### src/hdl/mbps_pkg.sv
// Types and constants of the masked byte pattern scanner.
`timescale 1ns / 1ps

package mbps_pkg;

    localparam int PAT_MAX   = 16;
    localparam int WIN_IDX_W = $clog2(PAT_MAX);
    localparam int LEN_W     = 5;
    localparam int Q_DEPTH   = 4;
    localparam int Q_PTR_W   = $clog2(Q_DEPTH);
    localparam int Q_CNT_W   = Q_PTR_W + 1;
    localparam int CFG_IDX_W = 3;
    localparam int CFG_DAT_W = 64;

    localparam logic [CFG_IDX_W-1:0] CFG_PAT_LOW  = 3'd0;
    localparam logic [CFG_IDX_W-1:0] CFG_PAT_HIGH = 3'd1;
    localparam logic [CFG_IDX_W-1:0] CFG_WC_MASK  = 3'd2;
    localparam logic [CFG_IDX_W-1:0] CFG_PAT_LEN  = 3'd3;
    localparam logic [CFG_IDX_W-1:0] CFG_HIT_LIM  = 3'd4;

    typedef struct packed {
        logic [7:0]  data_byte;
        logic [63:0] byte_address;
        logic        region_start;
        logic        scan_start;
    } t_in_item;

    typedef struct packed {
        logic [63:0] hit_address;
        logic        limit_reached;
    } t_out_item;

    typedef struct packed {
        logic [63:0] pattern_bytes_low;
        logic [63:0] pattern_bytes_high;
        logic [15:0] wildcard_mask;
        logic [4:0]  pattern_length;
        logic [31:0] hit_limit;
    } t_cfg;

    // Classified item passed from the front to the back.
    typedef struct packed {
        logic [63:0]          byte_address;
        logic [WIN_IDX_W-1:0] len_m1;
        logic                 is_match;
        logic                 scan_start;
    } t_cls_item;

endpackage

### src/hdl/mbps_queue.sv
// Short queue of classified items between the front and the back.
`timescale 1ns / 1ps

module mbps_queue import mbps_pkg::*; (
    input  logic      i_clk,
    input  logic      i_rst_n,
    input  logic      i_push,
    input  t_cls_item i_data,
    output logic      o_full,
    input  logic      i_pop,
    output logic      o_valid,
    output t_cls_item o_data
);

    t_cls_item          r_mem [Q_DEPTH];
    logic [Q_PTR_W-1:0] r_wptr;
    logic [Q_PTR_W-1:0] r_rptr;
    logic [Q_CNT_W-1:0] r_cnt;

    assign o_full  = (r_cnt == Q_CNT_W'(Q_DEPTH));
    assign o_valid = (r_cnt != '0);
    assign o_data  = r_mem[r_rptr];

    always_ff @(posedge i_clk) begin
        if (i_push) begin
            r_mem[r_wptr] <= i_data;
        end
    end

    always_ff @(posedge i_clk) begin
        if (!i_rst_n) begin
            r_wptr <= '0;
            r_rptr <= '0;
            r_cnt  <= '0;
        end else begin
            if (i_push) begin
                r_wptr <= r_wptr + Q_PTR_W'(1);
            end
            if (i_pop) begin
                r_rptr <= r_rptr + Q_PTR_W'(1);
            end
            case ({i_push, i_pop})
                2'b10:   r_cnt <= r_cnt + Q_CNT_W'(1);
                2'b01:   r_cnt <= r_cnt - Q_CNT_W'(1);
                default: r_cnt <= r_cnt;
            endcase
        end
    end

endmodule

### src/hdl/mbps_front.sv
// Front: accepts items, keeps the byte window and classifies each item as match or not.
`timescale 1ns / 1ps

module mbps_front import mbps_pkg::*; (
    input  logic      i_clk,
    input  logic      i_rst_n,
    input  t_cfg      i_cfg,
    input  logic      i_valid,
    output logic      o_stall,
    input  t_in_item  i_item,
    input  logic      i_full,
    output logic      o_push,
    output t_cls_item o_cls
);

    logic [7:0]           r_win [PAT_MAX];
    logic [WIN_IDX_W-1:0] r_fill;
    logic [WIN_IDX_W-1:0] n_fill;

    logic                 accept;
    logic [LEN_W-1:0]     len_c;
    logic [WIN_IDX_W-1:0] fill_eff;
    logic [127:0]         pattern;
    logic [LEN_W-1:0]     idx_full [PAT_MAX];
    logic [7:0]           cand [PAT_MAX];
    logic [PAT_MAX-1:0]   fixed;
    logic [PAT_MAX-1:0]   diff;
    logic                 fill_ok;

    assign accept  = i_valid && !i_full;
    assign o_stall = i_full;
    assign o_push  = accept;

    assign len_c    = (i_cfg.pattern_length > LEN_W'(PAT_MAX)) ? LEN_W'(PAT_MAX)
                                                               : i_cfg.pattern_length;
    assign fill_eff = i_item.region_start ? '0 : r_fill;
    assign pattern  = {i_cfg.pattern_bytes_high, i_cfg.pattern_bytes_low};
    assign fill_ok  = (LEN_W'(fill_eff) >= (len_c - LEN_W'(1)));

    // Pattern byte k lines up with the current byte for the last one, else
    // with the window entry len-2-k back.
    always_comb begin
        for (int k = 0; k < PAT_MAX; k++) begin
            idx_full[k] = len_c - LEN_W'(2) - LEN_W'(k);
            cand[k]     = (LEN_W'(k) == (len_c - LEN_W'(1))) ? i_item.data_byte
                                                             : r_win[idx_full[k][WIN_IDX_W-1:0]];
            fixed[k]    = (LEN_W'(k) < len_c) && !i_cfg.wildcard_mask[k];
            diff[k]     = fixed[k] && (cand[k] != pattern[8*k +: 8]);
        end
    end

    always_comb begin
        o_cls.byte_address = i_item.byte_address;
        o_cls.len_m1       = (len_c == '0) ? '0 : WIN_IDX_W'(len_c - LEN_W'(1));
        o_cls.is_match     = (len_c != '0) && fill_ok && (|fixed) && !(|diff);
        o_cls.scan_start   = i_item.scan_start;
    end

    assign n_fill = (fill_eff < WIN_IDX_W'(PAT_MAX - 1)) ? fill_eff + WIN_IDX_W'(1) : fill_eff;

    always_ff @(posedge i_clk) begin
        if (!i_rst_n) begin
            r_fill <= '0;
        end else if (accept) begin
            r_fill <= n_fill;
        end
    end

    // Shift the current byte in, most recent at entry 0.
    always_ff @(posedge i_clk) begin
        if (accept) begin
            r_win[0] <= i_item.data_byte;
            for (int i = 1; i < PAT_MAX; i++) begin
                r_win[i] <= r_win[i-1];
            end
        end
    end

endmodule

### src/hdl/mbps_back.sv
// Back: counts hits per scan, applies the hit limit and holds the result register.
`timescale 1ns / 1ps

module mbps_back import mbps_pkg::*; (
    input  logic      i_clk,
    input  logic      i_rst_n,
    input  t_cfg      i_cfg,
    input  logic      i_head_valid,
    input  t_cls_item i_head,
    output logic      o_pop,
    output logic      o_valid,
    input  logic      i_stall,
    output t_out_item o_item
);

    logic [31:0] r_count;
    logic        r_capped;
    logic        r_out_valid;
    t_out_item   r_out;

    logic [31:0] n_count;
    logic        n_capped;
    logic [31:0] limit_eff;
    logic [31:0] count_eff;
    logic        capped_eff;
    logic [31:0] count_inc;
    logic        reach;
    logic        hit;
    logic        out_free;

    assign limit_eff  = (i_cfg.hit_limit == '0) ? 32'd1 : i_cfg.hit_limit;
    assign count_eff  = i_head.scan_start ? '0 : r_count;
    assign capped_eff = i_head.scan_start ? 1'b0 : r_capped;
    assign count_inc  = count_eff + 32'd1;
    assign reach      = (count_inc >= limit_eff);
    assign hit        = i_head.is_match && !capped_eff;
    assign out_free   = !r_out_valid || !i_stall;

    // Items without a hit drain even while the result register is held.
    assign o_pop    = i_head_valid && (out_free || !hit);
    assign n_count  = hit ? count_inc : count_eff;
    assign n_capped = capped_eff || (hit && reach);

    assign o_valid = r_out_valid;
    assign o_item  = r_out;

    always_ff @(posedge i_clk) begin
        if (!i_rst_n) begin
            r_count     <= '0;
            r_capped    <= 1'b0;
            r_out_valid <= 1'b0;
        end else begin
            if (o_pop) begin
                r_count  <= n_count;
                r_capped <= n_capped;
            end
            if (o_pop && hit) begin
                r_out_valid <= 1'b1;
            end else if (!i_stall) begin
                r_out_valid <= 1'b0;
            end
        end
    end

    always_ff @(posedge i_clk) begin
        if (o_pop && hit) begin
            r_out.hit_address   <= i_head.byte_address - 64'(i_head.len_m1);
            r_out.limit_reached <= reach;
        end
    end

endmodule

### src/hdl/masked_byte_pattern_scanner_top.sv
// Top level of the masked byte pattern scanner.
`timescale 1ns / 1ps
//
// Input channel: i_in_valid / o_in_stall carry one memory byte per item with
// its address and the region_start and scan_start marks. Output channel:
// o_out_valid / i_out_stall carry one hit per item: the start address of a
// match and the limit_reached flag. An item moves at an edge where valid is
// high and stall is low.
// Configuration: write i_cfg_wdata to register i_cfg_index at an edge with
// i_cfg_we high, while the block is idle (0 pattern low, 1 pattern high,
// 2 wildcard mask, 3 pattern length, 4 hit limit).
// With an empty queue, the accepted byte is written into the queue, then popped by
// the back into the output register, where o_out_valid rises. Throughput: one byte
// per cycle while o_in_stall is low, set by the combinational window compare in the
// front and the one-item-per-cycle drain of the back.
// A stalled output holds its hit; bytes without a hit keep draining, and the
// four-entry queue raises o_in_stall only once it fills behind a held hit.
// Reset empties the window, the queue and the output, zeroes the hit count
// and returns the registers to their reset values.

module masked_byte_pattern_scanner_top import mbps_pkg::*; (
    input  logic                 i_clk,
    input  logic                 i_rst_n,
    input  logic                 i_cfg_we,
    input  logic [CFG_IDX_W-1:0] i_cfg_index,
    input  logic [CFG_DAT_W-1:0] i_cfg_wdata,
    input  logic                 i_in_valid,
    output logic                 o_in_stall,
    input  t_in_item             i_in_item,
    output logic                 o_out_valid,
    input  logic                 i_out_stall,
    output t_out_item            o_out_item
);

    t_cfg      r_cfg;
    logic      push;
    logic      full;
    logic      pop;
    logic      head_valid;
    t_cls_item cls;
    t_cls_item head;

    always_ff @(posedge i_clk) begin
        if (!i_rst_n) begin
            r_cfg.pattern_bytes_low  <= '0;
            r_cfg.pattern_bytes_high <= '0;
            r_cfg.wildcard_mask      <= '0;
            r_cfg.pattern_length     <= 5'd1;
            r_cfg.hit_limit          <= '1;
        end else if (i_cfg_we) begin
            case (i_cfg_index)
                CFG_PAT_LOW:  r_cfg.pattern_bytes_low  <= i_cfg_wdata;
                CFG_PAT_HIGH: r_cfg.pattern_bytes_high <= i_cfg_wdata;
                CFG_WC_MASK:  r_cfg.wildcard_mask      <= i_cfg_wdata[15:0];
                CFG_PAT_LEN:  r_cfg.pattern_length     <= i_cfg_wdata[4:0];
                CFG_HIT_LIM:  r_cfg.hit_limit          <= i_cfg_wdata[31:0];
                default:      r_cfg                    <= r_cfg;
            endcase
        end
    end

    mbps_front u_front (
        .i_clk   (i_clk),
        .i_rst_n (i_rst_n),
        .i_cfg   (r_cfg),
        .i_valid (i_in_valid),
        .o_stall (o_in_stall),
        .i_item  (i_in_item),
        .i_full  (full),
        .o_push  (push),
        .o_cls   (cls)
    );

    mbps_queue u_queue (
        .i_clk   (i_clk),
        .i_rst_n (i_rst_n),
        .i_push  (push),
        .i_data  (cls),
        .o_full  (full),
        .i_pop   (pop),
        .o_valid (head_valid),
        .o_data  (head)
    );

    mbps_back u_back (
        .i_clk        (i_clk),
        .i_rst_n      (i_rst_n),
        .i_cfg        (r_cfg),
        .i_head_valid (head_valid),
        .i_head       (head),
        .o_pop        (pop),
        .o_valid      (o_out_valid),
        .i_stall      (i_out_stall),
        .o_item       (o_out_item)
    );

endmodule

### config.mk
export PLATFORM = sky130hd
export DESIGN_NAME = masked_byte_pattern_scanner_top
export DESIGN_NICKNAME = d
export VERILOG_FILES = /design/src/hdl/mbps_pkg.sv /design/src/hdl/mbps_queue.sv /design/src/hdl/mbps_front.sv /design/src/hdl/mbps_back.sv /design/src/hdl/masked_byte_pattern_scanner_top.sv
export SDC_FILE = /design/constraint.sdc
export NUM_CORES = 2
export LEC_CHECK = 0
export BUFFER_PORTS_ARGS = -buffer_cell sky130_fd_sc_hd__buf_2
export CAP_MARGIN = 20
export CORE_MARGIN = 1
export CORE_UTILIZATION = 50
export DETAILED_ROUTE_END_ITERATION = 16
export PLACE_DENSITY = 0.67
export SETUP_SLACK_MARGIN = 0.1
export SYNTH_ARGS = -nofsm -noshare
export SYNTH_HDL_FRONTEND = slang
export SYNTH_SLANG_ARGS = --single-unit
### constraint.sdc
create_clock -name i_clk -period 11.8 [get_ports i_clk]
set_input_delay 0 -clock i_clk [delete_from_list [all_inputs] [get_ports i_clk]]
set_output_delay 0 -clock i_clk [all_outputs]
set_load 0.01 [all_outputs]
# Yosys cells after proc, flatten, opt, wreduce, memory -nomap -nowiden
# Memories as Yosys holds them, arrays and structs flattened. A register that Yosys moved wholly into a read port is not among the register bits.
# Index checks and enable logic that the tools add are counted.
# Widths: inputs -> output; s select.
[classes] add_sub_neg=24 order_cmp=20 eq_ne=39 mux=31 reduce_logical=79
[op_table] operator="$mux 8" count=16
[op_table] operator="$ne 8x8->1" count=16
[op_table] operator="$mux 32" count=3
[op_table] operator="$sub 64x4->64" count=1
[op_table] operator="$eq 4x5->1 const A" count=8
[op_table] operator="$logic_and 1x1->1" count=40
[op_table] operator="$lt 4x5->1 const A" count=8
[op_table] operator="$add 32x1->32 const B" count=1
[op_table] operator="$ge 32x32->1" count=1
[op_table] operator="$logic_not 32->1" count=1
[op_table] operator="$reduce_or 16->1" count=2
[op_table] operator="$sub 4x4->4 const B" count=8
[op_table] operator="$logic_not 1->1" count=22
[op_table] operator="$eq 3x5->1 const A" count=4
[op_table] operator="$lt 3x5->1 const A" count=4
[op_table] operator="$sub 4x3->4 const B" count=4
[op_table] operator="$mux 4" count=3
[op_table] operator="$sub 4x2->4 const B" count=3
[op_table] operator="$eq 2x5->1 const A" count=2
[op_table] operator="$logic_not 5->1" count=2
[op_table] operator="$lt 1x5->1 const A" count=2
[op_table] operator="$lt 2x5->1 const A" count=2
[op_table] operator="$reduce_and 2->1" count=5
[op_table] operator="$eq 3x2->1 const B" count=2
[op_table] operator="other kinds (24)" count=33
[word_totals] ff_bits=291 ramBits=408 inputBits=146 output_inout_bits=67 elab_cells=209 memories=2
[mem_list] memory="u_queue.r_mem" depth=4 word_bits=70 rd=1 rd_clocked_by_memory_dff=1 wr=1 line_no="mbps_queue.sv:15" source="t_cls_item r_mem [Q_DEPTH];"
[mem_list] memory="u_front.r_win" depth=16 word_bits=8 rd=31 rd_clocked_by_memory_dff=0 wr=16 line_no="mbps_front.sv:16" source="logic [7:0] r_win [PAT_MAX];"

# Longest topological paths before layout
# An unclocked memory read counts as a cell.
[logic_depth] ltp_word=11 depth_mapped=25 mapped_depth_nobuf=21

# Modules after synthesis
# From an unflattened synthesis, not the netlist that was laid out.
[unflattened] cells_unflattened=3378 hier_area_um2=40197.3
[by_module_without_submodules] mod="mbps_front" instances=1 cells_each=1528 area_per_inst_um2=15715.1 seq_area_each_um2=3923.8
[by_module_without_submodules] mod="mbps_queue" instances=1 cells_each=408 area_per_inst_um2=10617.7 seq_area_each_um2=8588.2
[by_module_without_submodules] mod="masked_byte_pattern_scanner_top" instances=1 cells_each=695 area_per_inst_um2=7069.3 seq_area_each_um2=3623.5
[by_module_without_submodules] mod="mbps_back" instances=1 cells_each=747 area_per_inst_um2=6795.3 seq_area_each_um2=2632.5

# Worst setup path before layout
# OpenSTA, ideal clock, no wires.
[synth_timing] kind="reg-to-reg" startpoint="reg u_queue.r_cnt[0]" endpoint="mem u_queue.r_mem[0][0] (netlist bit) (enable)" setup_ns=0.436 arrival_ns=6.533 required_ns=11.364 setup_slack_ns=4.831 path_stages_with_launch=7 n_path_buf=1 period_less_slack_ns=6.969 path_cell_list="dfxtp_1 -> inv_1 -> and3_1 -> nand2b_1 -> inv_1 -> clkbuf_1 -> and2_1"
[synth_via] elab_chain_cells=5
[synth_rtl] element="start: declaration" line_no="mbps_queue.sv:18" source="logic [Q_CNT_W-1:0] r_cnt;"
[synth_rtl] element="start signal: assignment" line_no="mbps_queue.sv:43" source="2'b10: r_cnt <= r_cnt + Q_CNT_W'(1);"
[synth_rtl] element="start signal: assignment" line_no="mbps_queue.sv:44" source="2'b01: r_cnt <= r_cnt - Q_CNT_W'(1);"
[synth_rtl] element="start signal: assignment" line_no="mbps_queue.sv:45" source="default: r_cnt <= r_cnt;"
[synth_rtl] element="$eq 3x3->1" line_no="mbps_queue.sv:20" source="assign o_full = (r_cnt == Q_CNT_W'(Q_DEPTH));"
[synth_rtl] element="net o_in_stall" line_no="masked_byte_pattern_scanner_top.sv:28" source="output logic o_in_stall,"
[synth_rtl] element="$logic_not 1->1" line_no="mbps_front.sv:30" source="assign accept = i_valid && !i_full;"
[synth_rtl] element="$logic_and 1x1->1" line_no="mbps_front.sv:30"
[synth_rtl] element="net push" line_no="masked_byte_pattern_scanner_top.sv:36" source="logic push;"
[synth_rtl] element="$mux 1" line_no="mbps_queue.sv:25" source="if (i_push) begin"
[synth_rtl] element="$mux 1 (not written as such)" line_no="mbps_queue.sv:26" source="r_mem[r_wptr] <= i_data;"
[synth_rtl] element="end: declaration" line_no="mbps_queue.sv:15"
# The timed path passes the listed nets, and every way through them passes these cells.

==> reports/metrics.csv <==
stage,metric,value,unit
status,status,"complete, no violations",
detailed_routing,drcViolationCount,0,
pwr,pwr_density_cell,181.9,mW/mm^2
detailed_routing,drtPass1Iterations,5,
die,die_w,273.4,um
yosys,synth_edf_count,473,
clock_network,cts_tree,done,
worst_setup_path,slowest_stage,nor4_1,
die,die_h,273.4,um
global_routing,grt_pass1_vias,26024,
worst_setup_path,critPathArrivalTime,7.31,ns
run,cap_violations,0,
clock_network,root_buffer,clkbuf_16,
detailed_routing,detail_route.vias_per_cell,6.136,
clock_network,clk_path_buf_depth,3,
yosys,synth.cell_area,0.03683,sq mm
sta,fin_crit,7.033,ns
worst_setup_path,rr_startpoint,r_cfg[36],
layout,final_cells,4315,
placement,dpl.hpwl,75340,um
pwr,p_leak,15.94,nW
pwr,netSwitchingFraction,31.53,%
hold_path,min_from,i_cfg_index[2],
sta,rsz0062_at_grt,false,
clock_network,cts_setup_buffers,0,
yosys,synth.avg_cell_area,12.32,sq um
yosys,async_flop_share,0,%
placement,dp_slack,4.788,ns
clock_network,cts.sinks,701,
sta,finalSetupTns,0,ns
layout,drive_gt1_share,18.47,%
layout,layout.nets,3497,
hold_path,worstHoldEndpoint,r_cfg[33],
die,die_area,0.07475,sq mm
sta,slew-limit-headroom,24.58,%
sta,holdWs,0.04439,ns
worst_setup_path,ff2ff_setup_slack,4.77,ns
yosys,ys_ff_latch,701,
die,initial_core_util,50.48,%
layout,fillers,5737,
pwr,irDropWorstVdd,0.1507,mV
clock_network,numCtsBuffers,75,
worst_setup_path,reg2reg_to,u_queue.r_mem[3][1],
sta,fmax,142.2,MHz
global_routing,grt_overflow,0,
detailed_routing,vias,26475,
yosys,yosysSeqAreaShare,50.96,%
worst_setup_path,crit_path_max_incr_delay,0.94,ns
sta,post-route-period-util,59.60,%
pwr,p_int,5.343,mW
detailed_routing,ant_nets,0,
clock_network,path_clk_slew,0.06,ns
pwr,clockPowerShare,31.3,%
worst_setup_path,end_kind,flop,
worst_setup_path,crit_chain,inv_2 -> nand2_2 -> buf_4 -> inv_2 -> ha_1 -> buf_4 -> xor2_4 -> buf_4 -> mux4_2 -> mux2i_1 -> mux2i_1 -> xnor2_1 -> nor4_1 -> a211oi_1 -> or4_1 -> nor4_1,
hold_path,hold_class,in2reg,
global_routing,grt_usage,28.54,%
sta,setup_slack,4.767,ns
worst_setup_path,reg2reg_depth,16,
yosys,syn_inst,2990,
pwr,p_comb_share,27.7,%
global_routing,antenna_found_initial,3,
sta,hold_viol,0,
sta,setup_viol,0,
pwr,seq_power_share,41.0,%
yosys,syn_nets,3197,
layout,area_growth,16.48,%
detailed_routing,avgRoutedWirePerCell,24.83,um
worst_setup_path,critPathMaxFanout,35,
yosys,yosysUniqueCellTypes,81,
detailed_routing,finalWirelength,107100,um
detailed_routing,drtIter0Drc,2307,
die,fp-row-count,99,
global_routing,grt_pass1_wl,161500,um
yosys,yosys_warnings,0,
global_routing,grt_max_degree,112,
die,core,0.07296,sq mm
worst_setup_path,crit_type,reg2reg,
clock_network,clk-insertion-delay-late,0.64,ns
placement,io_buffers,212,
worst_setup_path,required,12.08,ns
sta,fin_skew,0.02959,ns
hold_path,holdPathStages,5,
yosys,ys.flop_type,edfxtp_1,
worst_setup_path,cp-start-kind,flop,
worst_setup_path,crit_top_cell,buf_4,
sta,worstMarginPinSlew,1.100,ns
die,ios,213,
clock_network,cts_resized,0,
sta,slew_viol_final,0,
placement,place_inst,4018,
clock_network,cts_max_level,3,
placement,gp_congestion,1.022,
pwr,switching_power,2.461,mW
-- how the worst max path moves through the flow --
stage / end / from / slack [ns]
2_1_floorplan: u_queue.r_mem[0][0] / u_queue.r_cnt[0] / 4.83
3_3_place_gp: u_queue.r_mem[0][1] / r_cfg[36] / 5.03
3_5_place_dp: u_queue.r_mem[3][1] / r_cfg[36] / 4.79
4_1_cts: u_queue.r_mem[0][1] / r_cfg[36] / 4.77
5_1_grt: u_queue.r_mem[0][1] / r_cfg[36] / 4.44
6_report: u_queue.r_mem[3][1] / r_cfg[36] / 4.77
-- repair_timing --
action | 4_1_cts | 5_1_grt
setup endpoints to repair | 0 | 0
endpoints found under the hold margin | 453 | 0
hold buffers | 151 | 0
-- synth_stat cells, types with 5 or more instances --
cell type,instances,area share (%)
or3_1,12,0.20
nand2b_1,15,0.25
nor3b_1,5,0.10
xor2_1,133,3.2
inv_1,64,0.65
a221o_1,5,0.14
clkbuf_1,105,1.1
nand2_1,409,4.2
buf_2,35,0.48
mux2i_1,352,9.6
xnor2_1,144,3.4
nor4_1,32,0.54
nand3_1,34,0.46
nor2_1,116,1.2
a22oi_1,16,0.33
o21ai_0,60,0.82
and2_1,11,0.19
ha_1,59,2.0
and3_1,8,0.14
edfxtp_1,473,39
buf_1,27,0.28
nand4_1,41,0.70
o211ai_1,35,0.71
a211oi_1,5,0.10
mux4_2,198,12
dfxtp_1,228,12
or4_1,8,0.16
a21oi_1,205,2.8
a21o_1,15,0.31
nor3_1,15,0.20
or2_2,8,0.14
nor2b_1,16,0.27
buf_4,8,0.16
a31oi_1,10,0.17
nand3b_1,10,0.20
-- placed cells by master (no fill, tap or decap), types with 34 or more instances in the layout --
| cell | Yosys | layout |
|---|---|---|
| edfxtp_1 | 473 | 473 |
| nand2_1 | 409 | 408 |
| mux2i_1 | 352 | 352 |
| dfxtp_1 | 228 | 226 |
| buf_2 | 35 | 212 |
| a21oi_1 | 205 | 205 |
| mux4_2 | 198 | 198 |
| dlygate4sd3_1 | 0 | 151 |
| xnor2_1 | 144 | 141 |
| xor2_1 | 133 | 131 |
| nor2_1 | 116 | 114 |
| clkbuf_16 | 0 | 76 |
| inv_1 | 64 | 63 |
| o21ai_0 | 60 | 60 |
| ha_1 | 59 | 58 |
| nand4_1 | 41 | 41 |
| o211ai_1 | 35 | 35 |
| nand3_1 | 34 | 34 |
-- metrics by stage --
stage	total power, mW	cell area (sq um)	util, %
3_3_place_gp	5.290	38720	53.08
5_1_grt	8.128	42890	58.79
3_5_place_dp	5.348	38740	53.10
2_1_floorplan	4.695	36830	-
4_1_cts	7.839	42850	58.73
6_report	7.803	42900	58.80
-- power by group through the flow --
| stage | Sequential, mW | Combinational (mW) | Clock (mW) |
|---|---|---|---|
| final | 3.20 | 2.16 | 2.44 |
| after detailed placement | 3.25 | 2.10 | 0 |
| after global routing | 3.22 | 2.32 | 2.58 |
| after floorplan | 3.23 | 1.46 | 0 |
| after CTS | 3.20 | 2.15 | 2.49 |
| after global placement | 3.23 | 2.06 | 0 |
-- layer usage --
layer / track usage [%] / up-vias / share of wire, %
met5: 0 / - / 0
met4: 13.38 / 0 / 5.0
met3: 5.149 / 278 / 7.6
met2: 45.98 / 1211 / 47
met1: 37.45 / 13237 / 41
li1: - / 11749 / -
-- state kept, by name (all words and copies together) (netlist names), named ones only --
name             cells
u_queue.r_mem      280
r_cfg              181
u_front.r_win      128
u_back.o_item       65
u_back.r_count      32
u_front.r_fill       4
u_queue.r_cnt        3
u_queue.r_rptr       2
u_queue.r_wptr       2
u_back.o_valid       1
u_back.r_capped      1
-- critical path: cells and delay by family, from the launching register on --
| kind | cells | cell delay (ns) |
|---|---|---|
| xor gates and xnor gates | 2 | 0.54 |
| AOI/OAI and AO/OA | 1 | 0.14 |
| and+or+nand+nor | 4 | 1.97 |
| muxes | 3 | 0.82 |
| adders and majority gates | 1 | 0.44 |
| buffers and inverters | 5 | 1.89 |
| DFF | 1 | 0.78 |
-- cells by family (layout without fill, tap and decap cells) --
group | Yosys count | after routing | synth area share [%]
and+or+nand+nor | 762 | 762 | 9.508
AOI/OAI and AO/OA | 389 | 389 | 6.186
buffers and inverters | 244 | 606 | 2.707
DFF | 701 | 701 | 50.96
adders and majority gates | 61 | 61 | 2.113
other | 0 | 4 | 0
muxes | 552 | 552 | 21.73
xor gates and xnor gates | 281 | 281 | 6.794
-- layout make-up --
type	count	area (sq um)	share of cell area [%]
multi-input combinational	2045	17180	40.05
sequential	701	18780	43.77
tap	959	1200	2.797
antenna	4	10.01	0.02333
clock buffer	94	2039	4.754
timing repair buffer	399	2869	6.688
inverter	68	265.3	0.6183
clock inverter	45	559.3	1.304
Note: power is estimated with default switching activity, not from simulation.
